`src/rtl/ffha_pkg.sv`:
```
// Shared status and action codes for the first-fit heap allocator.
`timescale 1ns / 1ps
package ffha_pkg;
  localparam logic [1:0] ST_OK      = 2'd0;
  localparam logic [1:0] ST_REFUSED = 2'd1;
  localparam logic [1:0] ST_BADFREE = 2'd2;
  localparam logic       ACT_ALLOC  = 1'b0;
  localparam logic       ACT_FREE   = 1'b1;
endpackage

```
`src/rtl/first_fit_heap_allocator_top.sv`:
```
// Top level of the first-fit heap allocator with coalescing.
//
// Usage: raise start with in_action, in_request_bytes and in_free_offset while
// busy is low; the item is taken at that edge and busy rises. A small
// sequencer walks the address-ordered block table one entry at a time
// (read, then evaluate the registered data). On a split it moves entries up
// one place, and on a merge it moves them down, each with a read and a write.
// A zero request, a request above the free total or a misaligned free is
// answered without a scan of the table. Busy falls in the cycle that shows
// the result, so the next item may be taken at the edge that ends it; the
// block takes no new item before it is through with the last one.
// The result stays on out_status, out_payload_offset and out_avail_bytes for
// one cycle with out_valid high; the receiver cannot stall and takes it then.
// Reset (synchronous, rst_n low) leaves one free block spanning the heap and
// a free total of HEAP_BYTES; after reset the S_INIT state writes that block,
// with busy high.
// Each table entry (size and busy flag) is one word of a memory with one
// write port and one registered read port.
`timescale 1ns / 1ps
module first_fit_heap_allocator_top #(
  parameter int HEAP_BYTES   = 4096,
  parameter int HEADER_BYTES = 16,
  parameter int ALIGN_BYTES  = 8,
  parameter int MAX_BLOCKS   = 64
) (
  input  logic        clk,
  input  logic        rst_n,
  input  logic        start,
  output logic        busy,
  input  logic        in_action,
  input  logic [12:0] in_request_bytes,
  input  logic [15:0] in_free_offset,
  output logic        out_valid,
  output logic [1:0]  out_status,
  output logic [11:0] out_payload_offset,
  output logic [12:0] out_avail_bytes
);
  localparam int IW = (MAX_BLOCKS > 1) ? $clog2(MAX_BLOCKS) : 1;
  localparam int CW = $clog2(MAX_BLOCKS + 1);
  localparam int SW = $clog2(HEAP_BYTES + HEADER_BYTES + 1) + 1;
  localparam int EW = SW + 1;
  localparam logic [SW-1:0] HDR     = SW'(HEADER_BYTES);
  localparam logic [SW-1:0] AM      = SW'(ALIGN_BYTES - 1);
  localparam logic [15:0]   AM_OFF  = 16'(ALIGN_BYTES - 1);
  localparam logic [12:0]   HDR_T   = 13'(HEADER_BYTES);
  localparam logic [CW-1:0] CNT_MAX = CW'(MAX_BLOCKS);

  localparam logic [3:0] S_INIT = 4'd0;  // write the first block
  localparam logic [3:0] S_IDLE = 4'd1;
  localparam logic [3:0] S_RD   = 4'd2;  // issue read of entry idx
  localparam logic [3:0] S_EV   = 4'd3;  // evaluate read data
  localparam logic [3:0] S_URD  = 4'd4;  // split: read j-1
  localparam logic [3:0] S_UWR  = 4'd5;  // split: write j
  localparam logic [3:0] S_SPA  = 4'd6;  // split: write granted part
  localparam logic [3:0] S_SPB  = 4'd7;  // split: write remainder
  localparam logic [3:0] S_NRD  = 4'd8;  // free: read next entry
  localparam logic [3:0] S_NEV  = 4'd9;  // free: decide merges
  localparam logic [3:0] S_WLO  = 4'd10; // free: write merged block
  localparam logic [3:0] S_DRD  = 4'd11; // merge: read j+k
  localparam logic [3:0] S_DWR  = 4'd12; // merge: write j
  localparam logic [3:0] S_DONE = 4'd13;

  // block table memory: {busy, size}
  logic [EW-1:0] mem [MAX_BLOCKS];
  logic [EW-1:0] rd_r;
  logic          we;
  logic [IW-1:0] wa, ra;
  logic [EW-1:0] wd;

  always_ff @(posedge clk) begin
    if (we) begin
      mem[wa] <= wd;
    end
    rd_r <= mem[ra];
  end

  logic [3:0]    st_r;
  logic          act_r;
  logic [SW-1:0] size_r;    // aligned request
  logic [15:0]   tgt_r;
  logic [CW-1:0] cnt_r;
  logic [CW-1:0] idx_r;     // scan index, then the entry hit
  logic [CW-1:0] j_r;
  logic [CW-1:0] lo_r;      // lowest entry of a merge
  logic [1:0]    k_r;       // entries removed by a merge
  logic [15:0]   off_r;
  logic [SW-1:0] s_r;       // remainder of a split, or size of a freed block
  logic [SW-1:0] psz_r;     // size of the entry before idx
  logic          pbusy_r;
  logic          pfree_r;
  logic [12:0]   tot_r;
  logic [1:0]    stat_r;
  logic          valid_r;

  // decode the registered table word
  logic [SW-1:0] dsz;
  logic          dbusy;
  logic          alloc_fit;
  logic [SW-1:0] rem;
  logic          do_split;
  logic          last_ent;
  logic          nfree;
  logic [SW-1:0] rnd;

  assign dsz       = rd_r[SW-1:0];
  assign dbusy     = rd_r[SW];
  assign alloc_fit = !dbusy && (dsz >= size_r + HDR);
  assign rem       = dsz - HDR - size_r;
  assign do_split  = (rem >= HDR) && (cnt_r < CNT_MAX);
  assign last_ent  = (idx_r + 1'b1 >= cnt_r);
  assign nfree     = (idx_r + 1'b1 < cnt_r) && !dbusy;
  assign rnd       = (SW'(in_request_bytes) + AM) & ~AM;

  // drive the memory ports from the sequencer state
  always_comb begin
    we = 1'b0;
    wa = idx_r[IW-1:0];
    wd = rd_r;
    ra = idx_r[IW-1:0];
    unique case (st_r)
      S_INIT: begin
        we = 1'b1; wa = '0; wd = {1'b0, SW'(HEAP_BYTES + HEADER_BYTES)};
      end
      S_EV: begin
        if (act_r == ffha_pkg::ACT_ALLOC && alloc_fit && !do_split) begin
          we = 1'b1; wd = {1'b1, dsz};
        end
      end
      S_URD:   ra = IW'(j_r - 1'b1);
      S_UWR:   begin we = 1'b1; wa = j_r[IW-1:0]; end
      S_SPA:   begin we = 1'b1; wd = {1'b1, SW'(HDR + size_r)}; end
      S_SPB:   begin we = 1'b1; wa = IW'(idx_r + 1'b1); wd = {1'b0, s_r}; end
      S_NRD:   ra = IW'(idx_r + 1'b1);
      S_WLO:   begin we = 1'b1; wa = lo_r[IW-1:0]; wd = {1'b0, s_r}; end
      S_DRD:   ra = IW'(j_r + CW'(k_r));
      S_DWR:   begin we = 1'b1; wa = j_r[IW-1:0]; end
      default: ;
    endcase
  end

  // sequencer
  always_ff @(posedge clk) begin
    if (!rst_n) begin
      st_r <= S_INIT; cnt_r <= CW'(1); tot_r <= 13'(HEAP_BYTES);
      valid_r <= 1'b0;
    end else begin
      valid_r <= 1'b0;
      unique case (st_r)
        S_INIT: st_r <= S_IDLE;
        S_IDLE: if (start) begin
          act_r <= in_action; size_r <= rnd; tgt_r <= in_free_offset;
          idx_r <= '0; off_r <= '0; pbusy_r <= 1'b1; stat_r <= ffha_pkg::ST_OK;
          if (in_action == ffha_pkg::ACT_ALLOC &&
              (rnd == '0 || SW'(tot_r) < rnd)) begin
            stat_r <= ffha_pkg::ST_REFUSED; st_r <= S_DONE;
          end else if (in_action == ffha_pkg::ACT_FREE &&
                       (in_free_offset & AM_OFF) != '0) begin
            stat_r <= ffha_pkg::ST_BADFREE; st_r <= S_DONE;
          end else st_r <= S_RD;
        end
        S_RD: st_r <= S_EV;
        S_EV: begin
          if (act_r == ffha_pkg::ACT_ALLOC && alloc_fit) begin
            if (do_split) begin
              s_r <= rem; tot_r <= tot_r - 13'(size_r + HDR); j_r <= cnt_r;
              st_r <= (cnt_r > idx_r + 1'b1) ? S_URD : S_SPA;
            end else begin
              tot_r <= tot_r - 13'(dsz - HDR); st_r <= S_DONE;
            end
          end else if (act_r == ffha_pkg::ACT_FREE && off_r == tgt_r) begin
            if (dbusy) begin
              s_r <= dsz; pfree_r <= (idx_r != '0) && !pbusy_r; st_r <= S_NRD;
            end else begin
              stat_r <= ffha_pkg::ST_BADFREE; st_r <= S_DONE;
            end
          end else if (last_ent || (act_r == ffha_pkg::ACT_FREE && off_r > tgt_r)) begin
            stat_r <= (act_r == ffha_pkg::ACT_ALLOC) ? ffha_pkg::ST_REFUSED
                                                       : ffha_pkg::ST_BADFREE;
            st_r <= S_DONE;
          end else begin
            off_r <= off_r + 16'(dsz); psz_r <= dsz; pbusy_r <= dbusy;
            idx_r <= idx_r + 1'b1; st_r <= S_RD;
          end
        end
        // split: move entries up one place, top down
        S_URD: st_r <= S_UWR;
        S_UWR: begin
          j_r <= j_r - 1'b1;
          st_r <= (j_r - 1'b1 > idx_r + 1'b1) ? S_URD : S_SPA;
        end
        S_SPA: st_r <= S_SPB;
        S_SPB: begin
          cnt_r <= cnt_r + 1'b1; st_r <= S_DONE;
        end
        // free: join with a free next and a free previous neighbor
        S_NRD: st_r <= S_NEV;
        S_NEV: begin
          s_r <= (pfree_r ? psz_r : '0) + s_r + (nfree ? dsz : '0);
          k_r <= {1'b0, pfree_r} + {1'b0, nfree};
          lo_r <= pfree_r ? idx_r - 1'b1 : idx_r;
          tot_r <= tot_r + 13'(s_r - HDR) + (pfree_r ? HDR_T : '0) +
                   (nfree ? HDR_T : '0);
          st_r <= S_WLO;
        end
        S_WLO: begin
          j_r <= lo_r + 1'b1;
          if (k_r == 2'd0 || lo_r + 1'b1 + CW'(k_r) >= cnt_r) begin
            cnt_r <= cnt_r - CW'(k_r); st_r <= S_DONE;
          end else st_r <= S_DRD;
        end
        // merge: move entries down k places, bottom up
        S_DRD: st_r <= S_DWR;
        S_DWR: begin
          j_r <= j_r + 1'b1;
          if (j_r + 1'b1 + CW'(k_r) < cnt_r) st_r <= S_DRD;
          else begin
            cnt_r <= cnt_r - CW'(k_r); st_r <= S_DONE;
          end
        end
        S_DONE: begin
          valid_r <= 1'b1; st_r <= S_IDLE;
        end
        default: st_r <= S_IDLE;
      endcase
    end
  end

  assign busy = (st_r != S_IDLE);
  assign out_valid = valid_r;
  assign out_status = stat_r;
  assign out_payload_offset = (act_r == ffha_pkg::ACT_ALLOC && stat_r == ffha_pkg::ST_OK)
                              ? off_r[11:0] : '0;
  assign out_avail_bytes = tot_r;
endmodule

```
`config.mk`:
```
export PLATFORM = sky130hd
export DESIGN_NAME = first_fit_heap_allocator_top
export DESIGN_NICKNAME = d
export VERILOG_FILES = /design/src/rtl/ffha_pkg.sv /design/src/rtl/first_fit_heap_allocator_top.sv
export SDC_FILE = /design/constraint.sdc
export NUM_CORES = 2
export LEC_CHECK = 0
export BUFFER_PORTS_ARGS = -buffer_cell sky130_fd_sc_hd__buf_4
export CORE_MARGIN = 3
export CORE_UTILIZATION = 28
export DETAILED_ROUTE_END_ITERATION = 6
export GPL_ROUTABILITY_DRIVEN = 0
export SYNTH_ARGS = -nofsm -noshare
export SYNTH_HDL_FRONTEND = slang
export SYNTH_SLANG_ARGS = --single-unit
```
`constraint.sdc`:
```
create_clock -name clk -period 12.8 [get_ports clk]
set_clock_uncertainty 0.05 [all_clocks]
set_input_delay 1.28 -clock clk [delete_from_list [all_inputs] [get_ports clk]]
set_output_delay 1.28 -clock clk [all_outputs]
set_load 0.1 [all_outputs]
```
# Word level (Yosys, flattened, before mapping)
# Memories as Yosys holds them, arrays and structs flattened. A register that Yosys moved wholly into a read port is not among the register bits.
# Cells that the tools add are included.
# word_totals
register_bits,124
mem_bits_rw,960
in_bits,33
out_inout_bits,29
word_cells,192
memories,1
# classes
n_addsub,24
order_cmp,11
n_eq_ne,28
n_mux,66
n_bitwise,5
reduce_logical,40
# mem_list
memory,depth,width,rd,rd_clocked_by_memory_dff,write_ports,line,text
mem,64,15,1,1,1,first_fit_heap_allocator_top.sv:64,logic [EW-1:0] mem [MAX_BLOCKS];
# ops
cell,n
14-bit two-way mux,6
16-bit two-way mux,4
7-bit two-way mux,9
15-bit case mux with 4 select lines,1
4-bit case mux with 12 select lines,1
16-bit case mux with 2 select lines,1
14-bit adder,2
"7-bit by 1-bit adder with 7-bit output, second input constant",4
4-bit two-way mux,7
14-bit case mux with 2 select lines,1
7-bit case mux with 4 select lines,1
13-bit by 5-bit adder with 13-bit output,2
13-bit two-way mux,2
13-bit case mux with 2 select lines,1
13-bit subtractor,2
"4-bit == test, second input constant",6
6-bit case mux with 4 select lines,1
7-bit case mux with 3 select lines,1
2-bit two-way mux,10
6-bit case mux with 3 select lines,1
16-bit by 14-bit adder with 16-bit output,1
16-bit == test,1
"4-bit by 3-bit == test with 1-bit output, second input constant",4
16-bit greater-than comparator,1
other kinds (50),104

# Logic depth before layout (Yosys ltp)
# logic_depth
ltp_word,10
ltp_mapped,24
depth_no_buf,23

# Least setup slack after synthesis
# No wires, ideal clock.
# synth_path
kind,reg2reg
from,register rd_r[4] (read register of mem)
to,"memory mem[0][14] (netlist name), data pin"
setup_time_ps,740
t_arrival_ps,6262
required_ps,12010
path_slack_ps,5749
path_stages_with_launch,15
n_path_buf,1
period_less_slack_ps,7051
path_cell_list,dfxtp_1 inv_1 ha_1 nor3b_1 xor2_1 ha_1 a2111oi_2 nand2b_1 o21ai_1 xnor2_1 or4_1 o41ai_2 buf_2 nand2_1 a221oi_1
# synth_between
elab_chain_cells,8
word_cells_on_any_way,11
cone_classes,2 x add/sub; 2 x order compare; 2 x mux; 5 x reduce/logical
# synth_rtl
item,line,text
from (decl),first_fit_heap_allocator_top.sv:65,logic [EW-1:0] rd_r;
14-bit by 5-bit subtractor with 14-bit output,-,
14-bit subtractor,first_fit_heap_allocator_top.sv:108,assign rem = dsz - HDR - size_r;
14-bit by 5-bit >= comparator with 1-bit output,first_fit_heap_allocator_top.sv:109,assign do_split = (rem >= HDR) && (cnt_r < CNT_MAX);
1-bit logical AND,first_fit_heap_allocator_top.sv:109,
1-bit logical NOT,first_fit_heap_allocator_top.sv:125,if (act_r == ffha_pkg::ACT_ALLOC && alloc_fit && !do_split) begin
1-bit logical AND *,first_fit_heap_allocator_top.sv:125,
15-bit two-way mux *,first_fit_heap_allocator_top.sv:125,
15-bit case mux with 4 select lines *,first_fit_heap_allocator_top.sv:120,unique case (st_r)
net wd[14],first_fit_heap_allocator_top.sv:68,logic [EW-1:0] wd;
to (decl),first_fit_heap_allocator_top.sv:64,
# The timed path passes the listed nets; every way through them passes the cells marked *.

# Worst setup path after layout
# layout_path
from,register st_r[0]
to,register rd_r[6] (read register of mem)
# layout_between
elab_chain_cells,2
word_cells_on_any_way,4
cone_classes,3 x eq/ne; 1 x mux
# layout_rtl
item,line,text
from (decl),first_fit_heap_allocator_top.sv:77,logic [3:0] st_r;
from (signal assigned),first_fit_heap_allocator_top.sv:166,st_r <= (cnt_r > idx_r + 1'b1) ? S_URD : S_SPA;
from (signal assigned),first_fit_heap_allocator_top.sv:189,st_r <= (j_r - 1'b1 > idx_r + 1'b1) ? S_URD : S_SPA;
4-bit == test or 4-bit by 3-bit == test with 1-bit output (tied branches),first_fit_heap_allocator_top.sv:120,
6-bit case mux with 3 select lines *,first_fit_heap_allocator_top.sv:120,
# Every way passes the cells marked *; elsewhere a longest branch is shown, timed or not.
# A chain may end at the register's enable or synchronous reset.

==> impl_metrics.py <==
metrics = {
    "run_status": {
        "status": "finished, final reports clean",
    },
    "synth": {
        "synth_flop_cell": "edfxtp_1",
        "synth_edf_count": 1059,
        "async_reset_ff_share_pct": 0,
        "ys_types": 76,
        "synth_top_cells_by_count": "edfxtp_1, mux2i_1, ha_1, nor2_1, inv_1",
        "syn_avg_cell_area_um2": 15.4,
        "synth_top_family_by_area": "multiplexers",
        "synth_area_leader_cell": "edfxtp_1",
        "yosys.area_share.simple_pct": 5.49,
        "synth_fa_ha_area_share_pct": 5.40,
        "synth_compound_area_share_pct": 5.48,
        "synth.top_cells.by_area": "edfxtp_1, mux2i_1, mux4_2",
        "synthMuxAreaShare_pct": 15.1,
        "netlist_area_um2": 51000,
        "yosysMostFrequentCell": "edfxtp_1",
        "syn-num-nets": 3543,
        "ys_seq_area_share_pct": 63.9,
        "synth_xor_area_share_pct": 2.18,
        "syn_inst": 3305,
        "yosys_warnings": 0,
        "synth.top_cell.area_share_pct": 62.4,
        "ys_ff_latch": 1099,
    },
    "drt": {
        "drcViolationCount": 0,
        "wire_per_inst_um": 21.9,
        "first_pass_iters": 5,
        "via_count": 29200,
        "vias_per_cell": 4.93,
        "drt_iter0_drc": 2588,
        "ant_nets": 0,
        "drt-total-wl_um": 130000,
    },
    "global_route": {
        "grtUsageTotal_pct": 13.6,
        "grt_util_met1_pct": 19.1,
        "overflow": 0,
        "grt_pass1_wl_um": 192000,
        "antenna_found_initial": 7,
        "grt_pass1_vias": 28600,
        "grt_max_degree": 123,
        "use_met2_pct": 21.5,
        "top_usage_layer": "met2",
        "met3_usage_pct": 2.70,
    },
    "setup_path": {
        "arrival_ns": 7.01,
        "critPathCaptureType": "flop",
        "startpoint_type": "flop",
        "r2r_cells": 12,
        "timing_worst_setup_path_type": "reg2reg",
        "path_max_fanout": 122,
        "cp_data_required_time_ns": 13.34,
    },
    "cts": {
        "cts_resized": 0,
        "clk_path_buf_depth": 3,
        "cts_tree": "yes",
        "path_clk_slew_ns": 0.06,
        "hold_buffers": 0,
        "cts_buffers": 112,
        "clkLatencyLatePin_ns": 0.73,
        "post_cts_buffers": 0,
        "cts_sinks": 1099,
        "ctsHtreeMaxLevel": 3,
        "cts-root-buf": "clkbuf_16",
    },
    "sta": {
        "hold_viol_final": 0,
        "max_freq_ghz": 0.155,
        "rsz0062_at_grt": "no",
        "slew_violations": 0,
        "fin_setup_tns_ns": 0,
        "maxSlewHeadroom_pct": 14.7,
        "tightestPinTransition_ns": 1.27,
        "period_share_pct": 50.5,
        "finalSetupViolCount": 0,
        "setup_ws_ns": 6.33,
        "min_period_ns": 6.47,
    },
    "cells_and_area": {
        "syn2layout_area_growth_pct": 14.6,
        "final_area_um2": 58400,
        "nets": 3691,
        "utilization_pct": 32.3,
        "drive_gt1_share_pct": 14.6,
        "fillers": 17400,
        "fin_cells": 5920,
    },
    "hold_path": {
        "hold_depth": 1,
        "hp-class": "reg2reg",
    },
    "place": {
        "port_buffers": 61,
        "placed_area_um2": 54900,
        "placed_cells": 5708,
        "post-place-ws_ns": 6.41,
        "dp_hpwl_um": 83600,
    },
    "pwr": {
        "p_int_uw": 6380,
        "p_leak_uw": 0.0206,
        "combPwrFrac_pct": 14.5,
        "p_clk_share_pct": 36.7,
        "netSwitchingFraction_pct": 26.4,
        "power_frac_seq_pct": 48.9,
        "power_density_nw_per_um2": 148,
        "switching_power_uw": 2290,
        "irDropWorstVdd_uv": 114,
    },
    "die": {
        "core_area_um2": 181000,
        "die_w_um": 433,
        "pin_count": 62,
        "dieArea_um2": 187000,
        "start_util_pct": 28.2,
        "core.rowCount": 156,
        "die_y_um": 433,
    },
    "run": {
        "drv_cap": 0,
    },
}
## power groups by stage
stage | logic, µW | clock network [µW] | registers, µW
finish | 1250 | 3180 | 4240
global route | 1350 | 3390 | 4240
CTS | 1260 | 3250 | 4240
detailed placement | 1250 | 0 | 4310
global placement | 1240 | 0 | 4310
floorplan | 750 | 0 | 4330
## cell families (layout without fill, tap and decap cells)
family | count (synthesis) | after routing
XOR/XNOR | 127 | 127
AO/OA/AOI/OAI | 409 | 409
buffers and inverters | 287 | 529
flip-flops | 1099 | 1099
adder cells (fa/ha/maj) | 205 | 205
AND/OR/NAND/NOR | 557 | 557
multiplexers | 621 | 621
other | 0 | 3
## flip-flops by register name, summed over array words and instances (netlist names), 11 cells and up
| signal | cells |
|---|---|
| tgt_r | 16 |
| out_avail_bytes | 13 |
| rd_r | 15 |
| s_r | 14 |
| mem | 960 |
| off_r | 16 |
| psz_r | 14 |
| size_r | 11 |
## worst max-delay path, stage by stage, from the launching register on
cell,delay [ns]
dfxtp_1,0.94
or2_2,0.31
nor2_1,0.11
a21oi_2,0.25
a22oi_1,0.19
o21ai_4,0.11
buf_4,0.74
buf_4,0.93
buf_12,0.73
mux2i_1,0.21
mux4_2,0.53
a22oi_1,0.46
and4_1,0.53
## layout by cell type, fill, tap and decap left out, drive strengths merged, types with 8 or more instances in the layout
master and count:
and4 16, buf 174, and3 14, nand3 61, bufinv 8, nor4 10, mux2i 497, nor2 156
nand4 9, nand2 99, o221ai 8, o21ai 72, xnor2 82, or2 10, o21a 16, edfxtp 1059
clkinv 57, dfxtp 40, a211oi 13, o31ai 10, xor2 45, ha 180, or3 10, inv 149
nor3 72, nand2b 23, clkbuf 136, fa 25, nor2b 27, a22oi 72, a21oi 86, o211ai 12
and2 34, a31oi 8, a21o 30, mux4 120, o22ai 9
## through the flow
| step | power (µW) | hold slack, ns |
|---|---|---|
| after global placement | 5550 | 0.466 |
| after global routing | 8980 | 0.498 |
| final | 8670 | 0.477 |
| after detailed placement | 5560 | 0.465 |
| after floorplan | 5080 | 0.423 |
| after CTS | 8740 | 0.479 |
## area by class of cell
class | instances | area (µm²) | share of cell area (%)
Timing Repair Buffer | 174 | 1340 | 2.30
Inverter | 147 | 552 | 0.944
Sequential cell | 1099 | 32600 | 55.8
Clock inverter | 72 | 642 | 1.10
Tap cell | 2370 | 2970 | 5.08
Antenna cell | 3 | 7.51 | 0.0128
Multi-Input combinational cell | 1919 | 17400 | 29.8
Clock buffer | 136 | 2910 | 4.99
## path summary, 6_finish.rpt
kind / slack (ns) / start / to
min: 0.48 / out_avail_bytes[0] / out_avail_bytes[0]
max reg2reg: 6.33 / st_r[0] / rd_r[6]
max: 6.33 / st_r[0] / rd_r[6]
min reg2reg: 0.48 / out_avail_bytes[0] / out_avail_bytes[0]
## layer usage
layer | vias to the layer above | routed length, µm
li1 | 13200 | -
met1 | 14900 | 57800
met2 | 910 | 60200
met3 | 194 | 8530
met4 | 4 | 3240
met5 | - | 18
Note: power is estimated with default switching activity, not from simulation.
